### src/hw/rtl/zsd_pkg.sv
package zsd_pkg;

    typedef enum logic [2:0] {
        ACT_NONE     = 3'd0,
        ACT_STRAIGHT = 3'd1,
        ACT_RIGHT1   = 3'd2,
        ACT_RIGHT2   = 3'd3,
        ACT_RIGHT3   = 3'd4,
        ACT_LEFT1    = 3'd5,
        ACT_LEFT2    = 3'd6,
        ACT_LEFT3    = 3'd7
    } action_t;

    localparam int XW    = 12;
    localparam int TRIMW = 13;
    localparam int DUTYW = 8;
    localparam int TIMEW = 16;

    typedef logic signed [XW-1:0]    pos_t;
    typedef logic signed [TRIMW-1:0] trim_t;

    // register indexes on the config port
    localparam logic [1:0] REG_ENABLE = 2'd0;
    localparam logic [1:0] REG_PULSE  = 2'd1;
    localparam logic [1:0] REG_PAUSE  = 2'd2;

    // zone edges in pixels
    localparam pos_t X_STRAIGHT_LO = 12'sd270;
    localparam pos_t X_STRAIGHT_HI = 12'sd370;
    localparam pos_t X_RIGHT2_LO   = 12'sd470;
    localparam pos_t X_RIGHT3_LO   = 12'sd600;
    localparam pos_t X_MAX         = 12'sd640;
    localparam pos_t X_LEFT1_LO    = 12'sd170;
    localparam pos_t X_LEFT3_HI    = 12'sd40;

    localparam logic [DUTYW-1:0] DUTY_BASE  = 8'd75;
    localparam logic [DUTYW-1:0] DUTY_LOW   = 8'd55;
    localparam logic [DUTYW-1:0] DUTY_MID   = 8'd83;
    localparam logic [DUTYW-1:0] DUTY_HIGH  = 8'd95;
    localparam logic [DUTYW-1:0] DUTY_LOW3  = 8'd60;

    // trims in units of 0.05
    localparam trim_t TRIM_ONE   = 13'sd5;
    localparam trim_t TRIM_TWO   = 13'sd7;
    localparam trim_t TRIM_THREE = 13'sd16;
    localparam trim_t TRIM_CLAMP = 13'sd400;
    localparam trim_t TRIM_DECAY = 13'sd40;
    localparam trim_t TRIM_SAT   = 13'sd2500;
    localparam trim_t TRIM_MIN   = -13'sd39;
    // 75 duty expressed in trim units
    localparam logic signed [TRIMW:0] DUTY_BASE_UNITS = 14'sd1500;
    // floor(n/5) == (n*205)>>10 for n below 1024
    localparam logic [7:0] RECIP5 = 8'd205;

    typedef struct packed {
        action_t           action;
        logic [DUTYW-1:0]  left_duty;
        logic [DUTYW-1:0]  right_duty;
        logic [TIMEW-1:0]  on_time;
        logic [TIMEW-1:0]  off_time;
    } res_t;

endpackage

### src/hw/rtl/zsd_zone.sv
module zsd_zone (
    input  zsd_pkg::pos_t              x,
    input  logic                       enable,
    input  logic [zsd_pkg::TIMEW-1:0]  pulse_time,
    input  logic [zsd_pkg::TIMEW-1:0]  pause_time,
    input  zsd_pkg::trim_t             left_trim,
    input  zsd_pkg::trim_t             right_trim,
    output zsd_pkg::res_t              res,
    output zsd_pkg::trim_t             left_trim_next,
    output zsd_pkg::trim_t             right_trim_next
);

    function automatic zsd_pkg::trim_t trim_add(zsd_pkg::trim_t t, zsd_pkg::trim_t inc);
        logic signed [zsd_pkg::TRIMW:0] s;
        s = {t[zsd_pkg::TRIMW-1], t} + {inc[zsd_pkg::TRIMW-1], inc};
        // signed compare: a trim left negative by the straight decrement must not saturate
        if (s > $signed({1'b0, zsd_pkg::TRIM_SAT}))
            return zsd_pkg::TRIM_SAT;
        return s[zsd_pkg::TRIMW-1:0];
    endfunction

    function automatic zsd_pkg::trim_t trim_settle(zsd_pkg::trim_t t);
        zsd_pkg::trim_t c;
        c = (t > zsd_pkg::TRIM_CLAMP) ? zsd_pkg::TRIM_CLAMP : t;
        return (c > 13'sd0) ? c - zsd_pkg::TRIM_DECAY : 13'sd0;
    endfunction

    // (1500 + t) / 20: total always lies in 1461..4000, so drop two bits and divide by 5
    function automatic logic [zsd_pkg::DUTYW-1:0] straight_duty(zsd_pkg::trim_t t);
        logic signed [zsd_pkg::TRIMW:0] total;
        logic [17:0]                    prod;
        total = zsd_pkg::DUTY_BASE_UNITS + {t[zsd_pkg::TRIMW-1], t};
        prod  = {8'd0, total[11:2]} * {10'd0, zsd_pkg::RECIP5};
        return prod[17:10];
    endfunction

    logic [zsd_pkg::TIMEW-1:0] half_pulse;
    assign half_pulse = {1'b0, pulse_time[zsd_pkg::TIMEW-1:1]};

    always_comb
    begin
        res             = '0;
        res.action      = zsd_pkg::ACT_NONE;
        left_trim_next  = left_trim;
        right_trim_next = right_trim;
        if (enable)
        begin
            if (x >= zsd_pkg::X_STRAIGHT_LO && x <= zsd_pkg::X_STRAIGHT_HI)
            begin
                res.action      = zsd_pkg::ACT_STRAIGHT;
                res.left_duty   = straight_duty(left_trim);
                res.right_duty  = straight_duty(right_trim);
                left_trim_next  = trim_settle(left_trim);
                right_trim_next = trim_settle(right_trim);
            end
            else if (x > zsd_pkg::X_STRAIGHT_HI && x < zsd_pkg::X_RIGHT2_LO)
            begin
                res.action      = zsd_pkg::ACT_RIGHT1;
                res.left_duty   = zsd_pkg::DUTY_BASE;
                res.right_duty  = zsd_pkg::DUTY_LOW;
                res.on_time     = pulse_time;
                res.off_time    = pause_time;
                right_trim_next = trim_add(right_trim, zsd_pkg::TRIM_ONE);
            end
            else if (x >= zsd_pkg::X_RIGHT2_LO && x < zsd_pkg::X_RIGHT3_LO)
            begin
                res.action      = zsd_pkg::ACT_RIGHT2;
                res.left_duty   = zsd_pkg::DUTY_MID;
                res.right_duty  = zsd_pkg::DUTY_LOW;
                res.on_time     = pulse_time;
                res.off_time    = pause_time;
                right_trim_next = trim_add(right_trim, zsd_pkg::TRIM_TWO);
            end
            else if (x >= zsd_pkg::X_RIGHT3_LO && x <= zsd_pkg::X_MAX)
            begin
                res.action      = zsd_pkg::ACT_RIGHT3;
                res.left_duty   = zsd_pkg::DUTY_HIGH;
                res.right_duty  = zsd_pkg::DUTY_LOW3;
                res.on_time     = half_pulse;
                res.off_time    = pause_time;
                right_trim_next = trim_add(right_trim, zsd_pkg::TRIM_THREE);
            end
            else if (x < zsd_pkg::X_STRAIGHT_LO && x > zsd_pkg::X_LEFT1_LO)
            begin
                res.action     = zsd_pkg::ACT_LEFT1;
                res.left_duty  = zsd_pkg::DUTY_LOW;
                res.right_duty = zsd_pkg::DUTY_BASE;
                res.on_time    = pulse_time;
                res.off_time   = pause_time;
                left_trim_next = trim_add(left_trim, zsd_pkg::TRIM_ONE);
            end
            else if (x <= zsd_pkg::X_LEFT1_LO && x >= zsd_pkg::X_LEFT3_HI)
            begin
                res.action     = zsd_pkg::ACT_LEFT2;
                res.left_duty  = zsd_pkg::DUTY_LOW;
                res.right_duty = zsd_pkg::DUTY_MID;
                res.on_time    = pulse_time;
                res.off_time   = pause_time;
                left_trim_next = trim_add(left_trim, zsd_pkg::TRIM_TWO);
            end
            else if (x < zsd_pkg::X_LEFT3_HI && x >= 12'sd0)
            begin
                res.action     = zsd_pkg::ACT_LEFT3;
                res.left_duty  = zsd_pkg::DUTY_LOW3;
                res.right_duty = zsd_pkg::DUTY_HIGH;
                res.on_time    = half_pulse;
                res.off_time   = pause_time;
                left_trim_next = trim_add(left_trim, zsd_pkg::TRIM_THREE);
            end
        end
    end

endmodule

### src/hw/rtl/zone_steering_drive.sv
// Channel   Dir  Handshake                        Payload
// s_axis    in   s_axis_tvalid / s_axis_tready    target_x in tdata[11:0]
// m_axis    out  m_axis_tvalid / m_axis_tready    action, duties, on/off times
// cfg       in   cfg_valid / cfg_ready            cfg_index, cfg_data
//
// One word per cycle sustained unless the output stalls; a word passes the
// input register, then the result register. Zone decode and trim update sit
// between the two. Trims update as a word moves into the result register, so
// the next word already sees them. rst_n clears config, trims and valid flags.
// A stalled output still lets one more word sit in the input register.
module zone_steering_drive (
    input  logic        clk,
    input  logic        rst_n,
    input  logic        s_axis_tvalid,
    output logic        s_axis_tready,
    input  logic [15:0] s_axis_tdata,   // [11:0] target_x
    output logic        m_axis_tvalid,
    input  logic        m_axis_tready,
    output logic [55:0] m_axis_tdata,   // [2:0] action, [10:3] left_duty,
                                        // [18:11] right_duty, [34:19] on_time,
                                        // [50:35] off_time
    input  logic        cfg_valid,
    output logic        cfg_ready,
    input  logic [1:0]  cfg_index,
    input  logic [15:0] cfg_data
);

    logic                       enable_reg;
    logic [zsd_pkg::TIMEW-1:0]  pulse_reg;
    logic [zsd_pkg::TIMEW-1:0]  pause_reg;
    zsd_pkg::trim_t             left_trim_reg;
    zsd_pkg::trim_t             right_trim_reg;
    zsd_pkg::trim_t             left_trim_next;
    zsd_pkg::trim_t             right_trim_next;
    logic                       in_valid_reg;
    zsd_pkg::pos_t              x_reg;
    logic                       out_valid_reg;
    zsd_pkg::res_t              out_reg;
    zsd_pkg::res_t              res_next;
    logic                       advance;
    logic                       cfg_we;

    assign cfg_ready     = 1'b1;
    assign cfg_we        = cfg_valid && cfg_ready;
    assign advance       = in_valid_reg && (!out_valid_reg || m_axis_tready);
    assign s_axis_tready = !in_valid_reg || advance;
    assign m_axis_tvalid = out_valid_reg;
    assign m_axis_tdata  = {5'd0, out_reg.off_time, out_reg.on_time,
                            out_reg.right_duty, out_reg.left_duty, out_reg.action};

    always_ff @(posedge clk or negedge rst_n)
    begin
        if (!rst_n)
        begin
            enable_reg <= 1'b0;
            pulse_reg  <= '0;
            pause_reg  <= '0;
        end
        else if (cfg_we)
        begin
            case (cfg_index)
                zsd_pkg::REG_ENABLE: enable_reg <= cfg_data[0];
                zsd_pkg::REG_PULSE:  pulse_reg  <= cfg_data;
                zsd_pkg::REG_PAUSE:  pause_reg  <= cfg_data;
                default:             ;
            endcase
        end
    end

    zsd_zone u_zone (
        .x               (x_reg),
        .enable          (enable_reg),
        .pulse_time      (pulse_reg),
        .pause_time      (pause_reg),
        .left_trim       (left_trim_reg),
        .right_trim      (right_trim_reg),
        .res             (res_next),
        .left_trim_next  (left_trim_next),
        .right_trim_next (right_trim_next)
    );

    always_ff @(posedge clk or negedge rst_n)
    begin
        if (!rst_n)
        begin
            in_valid_reg   <= 1'b0;
            out_valid_reg  <= 1'b0;
            left_trim_reg  <= '0;
            right_trim_reg <= '0;
        end
        else
        begin
            if (s_axis_tready)
                in_valid_reg <= s_axis_tvalid;
            if (advance)
            begin
                out_valid_reg  <= 1'b1;
                left_trim_reg  <= left_trim_next;
                right_trim_reg <= right_trim_next;
            end
            else if (m_axis_tready)
                out_valid_reg <= 1'b0;
        end
    end

    always_ff @(posedge clk)
    begin
        if (s_axis_tready && s_axis_tvalid)
            x_reg <= s_axis_tdata[zsd_pkg::XW-1:0];
        if (advance)
            out_reg <= res_next;
    end

    a_trim_range: assert property (@(posedge clk) disable iff (!rst_n)
        left_trim_reg <= zsd_pkg::TRIM_SAT && left_trim_reg >= zsd_pkg::TRIM_MIN &&
        right_trim_reg <= zsd_pkg::TRIM_SAT && right_trim_reg >= zsd_pkg::TRIM_MIN)
        else $error("trim left its reachable range");

    a_trim_hold: assert property (@(posedge clk) disable iff (!rst_n)
        !advance |=> $stable(left_trim_reg) && $stable(right_trim_reg))
        else $error("trim changed without a word moving on");

    a_none_quiet: assert property (@(posedge clk) disable iff (!rst_n)
        out_valid_reg && out_reg.action == zsd_pkg::ACT_NONE |->
        out_reg.left_duty == '0 && out_reg.right_duty == '0 &&
        out_reg.on_time == '0 && out_reg.off_time == '0)
        else $error("no-action word carries drive values");

    a_straight_steady: assert property (@(posedge clk) disable iff (!rst_n)
        out_valid_reg && out_reg.action == zsd_pkg::ACT_STRAIGHT |->
        out_reg.on_time == '0 && out_reg.off_time == '0 &&
        out_reg.left_duty <= 8'd200 && out_reg.right_duty <= 8'd200)
        else $error("straight word with pulse timing or duty over 200");

endmodule
### config.mk
export PLATFORM = sky130hd
export DESIGN_NAME = zone_steering_drive
export DESIGN_NICKNAME = d
export VERILOG_FILES = /design/src/hw/rtl/zsd_pkg.sv /design/src/hw/rtl/zsd_zone.sv /design/src/hw/rtl/zone_steering_drive.sv
export SDC_FILE = /design/constraint.sdc
export NUM_CORES = 1
export LEC_CHECK = 0
export BUFFER_PORTS_ARGS = -buffer_cell sky130_fd_sc_hd__buf_2
export CAP_MARGIN = 5
export CORE_MARGIN = 2
export CORE_UTILIZATION = 55
export CTS_BUF_LIST = sky130_fd_sc_hd__clkbuf_4 sky130_fd_sc_hd__clkbuf_8
export CTS_CLUSTER_SIZE = 12
export DETAILED_ROUTE_END_ITERATION = 6
export GPL_ROUTABILITY_DRIVEN = 0
export MAX_ROUTING_LAYER = met4
export PLACE_DENSITY_LB_ADDON = 0.3
export SLEW_MARGIN = 10
export SYNTH_ARGS = -nofsm -noshare
export SYNTH_HDL_FRONTEND = slang
export SYNTH_HIERARCHICAL = 1
export SYNTH_SLANG_ARGS = --single-unit
export TNS_END_PERCENT = 20
### constraint.sdc
create_clock -name clk -period 6.5 [get_ports clk]
set_input_delay 0.325 -clock clk [delete_from_list [all_inputs] [get_ports clk]]
set_output_delay 0.325 -clock clk [all_outputs]
set_load 0.05 [all_outputs]
==> implementation parameters, run 1 <==
Parameter                              Value

Status
  Run status ... finished, final reports clean

Timing
  Final period util ... 91.0%
  Hold Violations, Final ... 0
  Setup skew after layout ... 14.0 ps
  RSZ-0062 raised after global routing ... no
  Accumulated negative setup slack ... 0 ps
  Min Tclk post-route ... 5920 ps
  Pins Over Slew Limit ... 0
  Worst slew pin tran ... 1160 ps
  Maximum clock rate ... 0.169 GHz
  Final setup violating endpoints ... 0
  Headroom to the max-slew limit ... 22.3%

Setup path
  Arrival time of the worst setup path ... 6100 ps
  Required time of the critical path ... 6680 ps
  CP Capture Type ... flip-flop
  Largest driver fanout on the critical path ... 7
  Critical path type ... flip-flop to flip-flop
  Crit path launch type ... flip-flop

Synthesis
  Flop and latch count out of synthesis ... 124
  Dominant synthesized flop cell ... sky130_fd_sc_hd__edfxtp_1
  Post-synth EDFFs ... 63
  Sequential share of the synthesized area ... 29.0%
  Fraction of registers with async set/reset ... 49.2%
  Netlist area before placement ... 11800 um^2
  Number of unique standard cell types used by synthesis ... 99
  Yosys warnings ... 6
  Synthesized area per cell ... 9.34 um^2
  Cells after Synth ... 1261

Floorplan
  Cell row count ... 53
  Die Wd ... 150 um
  CORE AREA ... 21000 um^2
  Die area ... 22600 um^2
  Die outline height ... 150 um
  Boundary Pins ... 98
  Initial core utilization ... 56.0%

Placement
  Placed cell areas ... 12300 um^2
  Total of buffers placed on input and output ports ... 87
  HPWL reported at the end of detailed placement ... 21800 um

Clock tree
  H-tree levels ... 4
  Register clock-pin slew on the reported worst setup and hold paths ... 70 ps
  Clock latency reported for the late side of the worst-skew pair ... 440 ps
  Number of buffers inserted by hold repair at cts ... 0
  Post-CTS Repair Setup Buffers ... 0
  Root Buffer ... sky130_fd_sc_hd__clkbuf_8
  CTS tree ... built
  TritonCTS Buffers ... 17
  Max Buffers Root-to-Sink ... 2
  PostCTS Resize Cnt ... 0
  Number of sinks handled by clock tree synthesis ... 124

Detailed routing
  Number of DRC markers after the initial detailed-route iteration ... 1005
  Number of remaining DRC errors ... 0
  Final routed wirelength across all metal layers ... 29500 um
  Wire per inst ... 18.3 um
  First-pass detailed-route iteration total ... 6
  Vias/cell ... 6.19
  Overall via count from detail_route ... 9967
  Antenna Violating Nets Remaining ... 0

Layout
  Share of final-layout standard cells stronger than drive strength 1 ... 18.1%
  Final layout net count ... 1496
  Post-route cell area ... 12700 um^2
  Area Overhead vs Synth ... 8.09%
  Flip-flop count of the largest register after layout ... 51

GRT
  Overall Global Routing Usage ... 27.6%
  First-pass GRT wire length ... 48300 um
  Total overflow reported by the global router ... 0
  Pin count of the biggest net entering global routing ... 62
  Via count of the first global-routing pass ... 9524
  Initial antenna violation count ... 1

Min path
  Type of the tightest min-delay check ... primary input to flip-flop

Flow run
  Number of max-capacitance violations reported ... 0
==> worst max-delay path, cell delays in order (launching register included) <==
cell and delay, ps:
sky130_fd_sc_hd__dfrtp_1 380, sky130_fd_sc_hd__inv_1 210, sky130_fd_sc_hd__ha_1 330, sky130_fd_sc_hd__inv_1 110, sky130_fd_sc_hd__a21oi_1 350, sky130_fd_sc_hd__nand2_1 120
sky130_fd_sc_hd__xnor2_1 420, sky130_fd_sc_hd__xnor2_1 180, sky130_fd_sc_hd__fa_1 570, sky130_fd_sc_hd__inv_1 60, sky130_fd_sc_hd__fa_1 530, sky130_fd_sc_hd__inv_1 60
sky130_fd_sc_hd__fa_1 530, sky130_fd_sc_hd__inv_1 40, sky130_fd_sc_hd__ha_1 180, sky130_fd_sc_hd__a21o_1 170, sky130_fd_sc_hd__a31o_2 240, sky130_fd_sc_hd__a31o_2 280
sky130_fd_sc_hd__a41o_1 300, sky130_fd_sc_hd__o41ai_1 400, sky130_fd_sc_hd__xnor2_1 170, sky130_fd_sc_hd__nor2_1 50
==> final timing paths <==
kind / from / cells after the start / slack (ps) / end
setup / recovery: right_trim_reg[3] / 21 / 580 / m_axis_tdata[18]
hold / removal: s_axis_tdata[4] / 1 / 60 / x_reg[4]
setup reg to reg: right_trim_reg[3] / 21 / 580 / m_axis_tdata[18]
hold reg to reg: pause_reg[2] / 1 / 500 / pause_reg[2]
max in group asynchronous: rst_n / 2 / 5880 / pause_reg[9]
min in group asynchronous: rst_n / 2 / 70 / m_axis_tvalid
==> metrics by stage <==
step                      setup slack (ps)  utilization [%]  hold slack (ps)  instances
after global placement                 771             58.6              479       1578
after CTS                              568             60.6             42.8       1610
after global routing                   202             60.6             39.3       1611
after floorplan                        902                -             29.4       1265
after detailed placement               598             58.6              486       1578
final                                  582             60.6             61.9       1611
==> cells in the final DEF (no fill, tap or decap), types with 34 or more instances in the layout <==
cell type	n
sky130_fd_sc_hd__xor2_1	36
sky130_fd_sc_hd__ha_1	105
sky130_fd_sc_hd__nor3_1	36
sky130_fd_sc_hd__inv_1	103
sky130_fd_sc_hd__nor2_1	71
sky130_fd_sc_hd__xnor2_1	46
sky130_fd_sc_hd__o21ai_0	67
sky130_fd_sc_hd__a21oi_1	73
sky130_fd_sc_hd__nand2_1	79
sky130_fd_sc_hd__buf_2	87
sky130_fd_sc_hd__mux2_2	40
sky130_fd_sc_hd__nand3_1	34
sky130_fd_sc_hd__edfxtp_1	63
sky130_fd_sc_hd__dfrtp_1	61
==> logic make-up (layout without fill, tap and decap cells) <==
| logic type | Yosys count | after routing | synth area share (%) |
|---|---|---|---|
| AO/OA/AOI/OAI | 321 | 321 | 18.8 |
| XOR/XNOR | 82 | 82 | 6.10 |
| adder cells (fa/ha/maj) | 135 | 135 | 16.2 |
| buffers and inverters | 177 | 247 | 6.95 |
| flip-flops | 124 | 124 | 29.0 |
| multiplexers | 66 | 66 | 6.88 |
| other | 2 | 7 | 0.0637 |
| AND/OR/NAND/NOR | 354 | 354 | 16.0 |
==> per-layer routing <==
layer  vias up  track usage (%)  wire length [um]
met2       563             41.4             12800
li1       4673                -                 -
met3        80             7.82              3400
met1      4651             36.6             12500
met4         0             8.16               807
met5         -                -                 0
==> cell usage after synthesis, drive strengths merged (30+ instances only) <==
| cell | count | share of area, % |
|---|---|---|
| mux2 | 60 | 6.4 |
| nor2 | 73 | 2.5 |
| inv | 104 | 3.3 |
| clkbuf | 36 | 1.4 |
| xnor2 | 46 | 3.4 |
| nand2 | 83 | 2.8 |
| o21ai | 69 | 2.9 |
| ha | 105 | 11 |
| and2 | 32 | 1.7 |
| xor2 | 36 | 2.7 |
| nor3 | 38 | 1.8 |
| edfxtp | 63 | 16 |
| nand3 | 34 | 1.4 |
| dfrtp | 61 | 13 |
| fa | 30 | 5.1 |
| buf | 36 | 2.1 |
| a21oi | 76 | 3.3 |
==> cell type report <==
type / instances / area [um^2]
Multi-Input combinational cell: 964 / 7560
Inverter: 104 / 390
Antenna cell: 1 / 2.50
Fill cell: 1789 / 8290
Clock buffer: 22 / 290
Timing Repair Buffer: 111 / 616
Clock inverter: 10 / 114
Tap cell: 275 / 344
Sequential cell: 124 / 3420
Power of run 1 is not shown: default switching activity piles up to over one toggle a cycle in this logic, so the estimate is an artifact.
==> run 2: changes to the inputs <==
--- a/config.mk
+++ b/config.mk
@@ -13,6 +13,7 @@
 export CTS_CLUSTER_SIZE = 12
 export DETAILED_ROUTE_END_ITERATION = 6
 export GPL_ROUTABILITY_DRIVEN = 0
+export GPL_TIMING_DRIVEN = 0
 export MAX_ROUTING_LAYER = met4
 export PLACE_DENSITY_LB_ADDON = 0.3
 export SLEW_MARGIN = 10
==> constraint.sdc (replaced) <==
create_clock -name clk -period 6.5 [get_ports clk]
set_input_delay 0.325 -clock clk [delete_from_list [all_inputs] [get_ports clk]]
set_output_delay 0.325 -clock clk [all_outputs]
set_load 0.01 [all_outputs]
==> implementation parameters, run 2 (synthesis results as in run 1) <==
Parameter                              Value

Setup path
  R2R Path End ... m_axis_tdata[14]
  Slowest cell on the critical path ... sky130_fd_sc_hd__fa_1
  Required time of the critical path ... 6670 ps
  CP dominant cell by count ... sky130_fd_sc_hd__inv_1
  CP Capture Type ... flip-flop
  Critical R2R Launch ... right_trim_reg[2]
  Largest driver fanout on the critical path ... 10
  Worst-case register-to-register setup slack ... 320 ps
  Critical path endpoint ... m_axis_tdata[14]
  Crit path launch type ... flip-flop
  Logic depth of the worst register-to-register path ... 21
  Critical path launch point ... right_trim_reg[2]
  Critical path type ... flip-flop to flip-flop
  CP cell instances ... buf_4, inv_1, ha_1, inv_1, a21oi_1, nand2_1, xnor2_2, xnor2_1, fa_1, inv_1, fa_1, inv_1, fa_1, inv_1, ha_1, a21o_1, a31o_2, a31o_2, a21oi_1, xnor2_1, a221oi_1
  Arrival time of the worst setup path ... 6360 ps
  Max incr delay on CP ... 570 ps

Layout
  Antenna cells ... 0
  Area Overhead vs Synth ... 11.0%
  Flip-flop count of the largest register after layout ... 51
  Share of final-layout standard cells stronger than drive strength 1 ... 19.2%
  Leading cell types in the layout, fill and taps excluded ... sky130_fd_sc_hd__ha_1 (105), sky130_fd_sc_hd__inv_1 (103), sky130_fd_sc_hd__buf_2 (99)
  Final layout net count ... 1552
  Leading cell type in the layout, fill and taps excluded ... sky130_fd_sc_hd__ha_1
  Final Non-Filler Cells ... 1666

Placement
  HPWL reported at the end of detailed placement ... 23900 um
  Total of buffers placed on input and output ports ... 87
  Dpl cells ... 1630

Clock tree
  Number of sinks handled by clock tree synthesis ... 124
  CTS tree ... built
  TritonCTS Buffers ... 17
  Root Buffer ... sky130_fd_sc_hd__clkbuf_8
  Clock latency reported for the late side of the worst-skew pair ... 460 ps
  Register clock-pin slew on the reported worst setup and hold paths ... 80 ps
  H-tree levels ... 4
  Max Buffers Root-to-Sink ... 2

Min path
  Type of the tightest min-delay check ... primary input to flip-flop

Timing
  Worst slew pin tran ... 1100 ps
  Accumulated negative setup slack ... 0 ps
  Headroom to the max-slew limit ... 26.8%
  Final period util ... 95.1%
  RSZ-0062 raised after global routing ... no
  Setup skew after layout ... 21.0 ps
  Min Tclk post-route ... 6180 ps
  Hold Violations, Final ... 0
  Pins Over Slew Limit ... 0
  Final setup violating endpoints ... 0
  Maximum clock rate ... 0.162 GHz

GRT
  Total overflow reported by the global router ... 0
  Pin count of the biggest net entering global routing ... 44
  Overall Global Routing Usage ... 30.1%
  Initial antenna violation count ... 0
  Via count of the first global-routing pass ... 10275
  First-pass GRT wire length ... 52300 um

Floorplan
  Die area ... 22600 um^2
  Cell row count ... 53
  Boundary Pins ... 98
  Die Wd ... 150 um
  CORE AREA ... 21000 um^2
  Die outline height ... 150 um
  Initial core utilization ... 56.0%

Detailed routing
  First-pass detailed-route iteration total ... 6
  Vias/cell ... 6.24
  Wire per inst ... 19.3 um
  Number of remaining DRC errors ... 0
  Final routed wirelength across all metal layers ... 32100 um
  Antenna Violating Nets Remaining ... 0
  Number of DRC markers after the initial detailed-route iteration ... 1070
  Overall via count from detail_route ... 10390

Flow run
  Number of max-capacitance violations reported ... 0

Status
  Run status ... finished, final reports clean
-- run 2: changes by cell type in the layout (fill, tap and decap cells not counted), moves of 4 or more --
cell and change:
sky130_fd_sc_hd__clkbuf_1 +32, sky130_fd_sc_hd__buf_2 +12, sky130_fd_sc_hd__buf_4 -9, sky130_fd_sc_hd__buf_6 +8, sky130_fd_sc_hd__buf_1 +4, sky130_fd_sc_hd__inv_6 +4
-- run 2: how the worst min path moves through the flow --
stage                          startpoint                 to  slack (ps)  cells after the start
after CTS                 s_axis_tdata[5]           x_reg[5]          20                      1
after floorplan                     rst_n         enable_reg          30                      0
after global placement      pause_reg[15]      pause_reg[15]         480                      1
after global routing      s_axis_tdata[5]           x_reg[5]          30                      1
after detailed placement            rst_n  right_trim_reg[1]         240                      1
final                     s_axis_tdata[5]           x_reg[5]          50                      1
-- run 2: cell type report --
cell class	count	area (um^2)
fillers	1783	7940
multi-input cells	964	7600
flip-flops and latches	124	3420
repair buffers	94	526
plain buffers	73	429
inverters	104	390
well taps	275	344
clock buffers	17	234
clock inverters	15	136
-- run 2: repair_timing --
action / in CTS / in global routing
hold buffers: 1 / 0
hold endpoints to repair: 18 / 0
resized for setup: 0 / 8
setup buffers: 0 / 3
endpoints found under the setup margin: 0 / 8
-- run 2: metal layers --
metal	share of wire, %	GRT usage [%]	vias to the layer above
li1	-	-	4799
met1	43	39.8	4887
met2	44	45.5	608
met3	11	7.48	96
met4	2.9	9.91	0
met5	0	-	-
-- run 2: per-stage QoR --
step | util [%] | setup WS (ps) | hold WS, ps | cell area, um^2
after floorplan | - | 902 | 29.4 | 11800
after global placement | 59.8 | 251 | 479 | 12600
after detailed placement | 60.1 | 164 | 244 | 12600
after CTS | 61.9 | 145 | 22.2 | 13000
after global routing | 62.2 | 5.42 | 28.0 | 13100
final | 62.2 | 316 | 51.6 | 13100
-- run 2: critical path, delay by kind of cell (launching register included) --
family          cells  cell delay, ps
fa+ha+maj           5            2200
compound gates      6            1850
buf+inv             6             720
xor+xnor            3             540
flops               1             440
simple gates        1             150
Power of run 2 is left out for the same reason.
==> run 3: changes to the inputs <==
--- a/config.mk
+++ b/config.mk
@@ -7,6 +7,7 @@
 export LEC_CHECK = 0
 export BUFFER_PORTS_ARGS = -buffer_cell sky130_fd_sc_hd__buf_2
 export CAP_MARGIN = 5
+export CORE_ASPECT_RATIO = 0.8
 export CORE_MARGIN = 2
 export CORE_UTILIZATION = 55
 export CTS_BUF_LIST = sky130_fd_sc_hd__clkbuf_4 sky130_fd_sc_hd__clkbuf_8
==> implementation parameters, run 3 (synthesis results as in run 1) <==
Parameter                              Value

Setup path
  Critical R2R Launch ... right_trim_reg[5]
  Critical path type ... flip-flop to flip-flop
  Max incr delay on CP ... 590 ps
  CP cell instances ... clkbuf_1, inv_1, o21ba_2, xnor2_1, xnor2_1, fa_1, inv_1, fa_1, inv_1, fa_1, inv_1, ha_1, a21o_1, a31o_2, a31o_2, a41o_1, o41ai_1, xnor2_1, nor2_1
  CP dominant cell by count ... sky130_fd_sc_hd__inv_1
  Worst-case register-to-register setup slack ... 360 ps
  Arrival time of the worst setup path ... 6320 ps
  CP Capture Type ... flip-flop
  Critical path launch point ... right_trim_reg[5]
  Critical path endpoint ... m_axis_tdata[18]
  Largest driver fanout on the critical path ... 10
  Slowest cell on the critical path ... sky130_fd_sc_hd__fa_1
  R2R Path End ... m_axis_tdata[18]
  Crit path launch type ... flip-flop
  Required time of the critical path ... 6680 ps
  Logic depth of the worst register-to-register path ... 19

Placement
  HPWL reported at the end of detailed placement ... 24700 um
  Placed cell areas ... 12600 um^2
  Pre-CTS setup slack ... 71.2 ps
  Total of buffers placed on input and output ports ... 87

Clock tree
  Clock latency reported for the late side of the worst-skew pair ... 440 ps
  H-tree levels ... 4
  Root Buffer ... sky130_fd_sc_hd__clkbuf_8
  TritonCTS Buffers ... 17
  CTS tree ... built
  Register clock-pin slew on the reported worst setup and hold paths ... 80 ps
  Number of sinks handled by clock tree synthesis ... 124
  Max Buffers Root-to-Sink ... 2

Timing
  Setup skew after layout ... 15.8 ps
  Accumulated negative setup slack ... 0 ps
  Post-route worst hold slack ... 62.2 ps
  Hold Violations, Final ... 0
  Final period util ... 94.5%
  Worst Slack Setup Final ... 359 ps
  Worst slew pin tran ... 1200 ps
  Maximum clock rate ... 0.163 GHz
  Final setup violating endpoints ... 0
  Pins Over Slew Limit ... 0
  Headroom to the max-slew limit ... 19.9%
  Min Tclk post-route ... 6140 ps
  RSZ-0062 raised after global routing ... no

Floorplan
  Die outline height ... 135 um
  Boundary Pins ... 98
  CORE AREA ... 20900 um^2
  Initial core utilization ... 56.4%
  Die Wd ... 168 um
  Cell row count ... 47
  Die area ... 22600 um^2

Detailed routing
  Final routed wirelength across all metal layers ... 32600 um
  Vias/cell ... 6.28
  Number of remaining DRC errors ... 0
  First-pass detailed-route iteration total ... 6
  Antenna Violating Nets Remaining ... 0
  Wire per inst ... 19.6 um
  Overall via count from detail_route ... 10428
  Number of DRC markers after the initial detailed-route iteration ... 1451

GRT
  Met3 Usage GRT ... 8.94%
  Via count of the first global-routing pass ... 9920
  Total overflow reported by the global router ... 0
  First-pass GRT wire length ... 52800 um
  Met1 Usage GRT ... 42.0%
  Overall Global Routing Usage ... 30.4%
  Initial antenna violation count ... 2
  Pin count of the biggest net entering global routing ... 34
  Busiest layer in global routing ... met2
  Fraction of met2 tracks used by global routing ... 43.6%

Layout
  Flip-flop count of the largest register after layout ... 51
  Share of final-layout standard cells stronger than drive strength 1 ... 19.2%
  Area Overhead vs Synth ... 11.3%
  Leading cell types in the layout, fill and taps excluded ... sky130_fd_sc_hd__ha_1 (104), sky130_fd_sc_hd__inv_1 (103), sky130_fd_sc_hd__buf_2 (99)
  Area used by sequential logic in the layout ... 3420 um^2
  Post-route cell area ... 13100 um^2
  Multi-input combinational cell area ... 7620 um^2
  Final layout net count ... 1551
  Leading cell type in the layout, fill and taps excluded ... sky130_fd_sc_hd__ha_1
  Number of fill cells ... 1734

Min path
  Type of the tightest min-delay check ... primary input to flip-flop

Flow run
  Number of max-capacitance violations reported ... 0

Status
  Run status ... finished, final reports clean
run 3: worst max-delay path, delay by kind of cell (launching register included):
kind / cells / cell delay [ps]
simple gates: 1 / 50
buf+inv: 5 / 860
flops: 1 / 560
fa+ha+maj: 4 / 1830
xor+xnor: 3 / 960
compound gates: 6 / 1620
run 3: area by class of cell:
class / count / area share (%)
plain buffers: 73 / 3.26
clock inverters: 15 / 1.31
multi-input cells: 964 / 58.1
well taps: 269 / 2.57
clock buffers: 17 / 1.78
inverters: 104 / 2.98
diodes: 2 / 0.0382
flip-flops and latches: 124 / 26.1
repair buffers: 93 / 3.89
run 3: through the flow:
step | utilization (%) | std cells
2_1_floorplan | - | 1265
3_3_place_gp | 60.2 | 1621
3_5_place_dp | 60.5 | 1624
4_1_cts | 62.5 | 1657
5_1_grt | 62.8 | 1661
6_report | 62.8 | 1661
run 3: what timing repair did:
action	in CTS	in global routing
endpoints found under the setup margin	1	10
endpoints found under the hold margin	28	0
hold buffers	1	0
setup buffers	0	2
pin swaps	0	0
gates resized for setup	1	9
run 3: worst min-delay path by stage:
| stage | cells after the start | endpoint | slack [ps] | from |
|---|---|---|---|---|
| after detailed placement | 1 | m_axis_tvalid | 310 | rst_n |
| after global routing | 1 | x_reg[9] | 30 | s_axis_tdata[9] |
| after global placement | 1 | pause_reg[15] | 480 | pause_reg[15] |
| after CTS | 1 | x_reg[5] | 40 | s_axis_tdata[5] |
| final | 1 | x_reg[7] | 60 | s_axis_tdata[7] |
| after floorplan | 0 | enable_reg | 30 | rst_n |
run 3: metal layers:
layer / wire length, um / vias to the layer above / share of wire (%)
li1: - / 4803 / -
met5: 0 / - / 0
met1: 14000 / 4857 / 43
met2: 13300 / 681 / 41
met4: 922 / 0 / 2.8
met3: 4380 / 87 / 13
Power of run 3 is left out for the same reason.
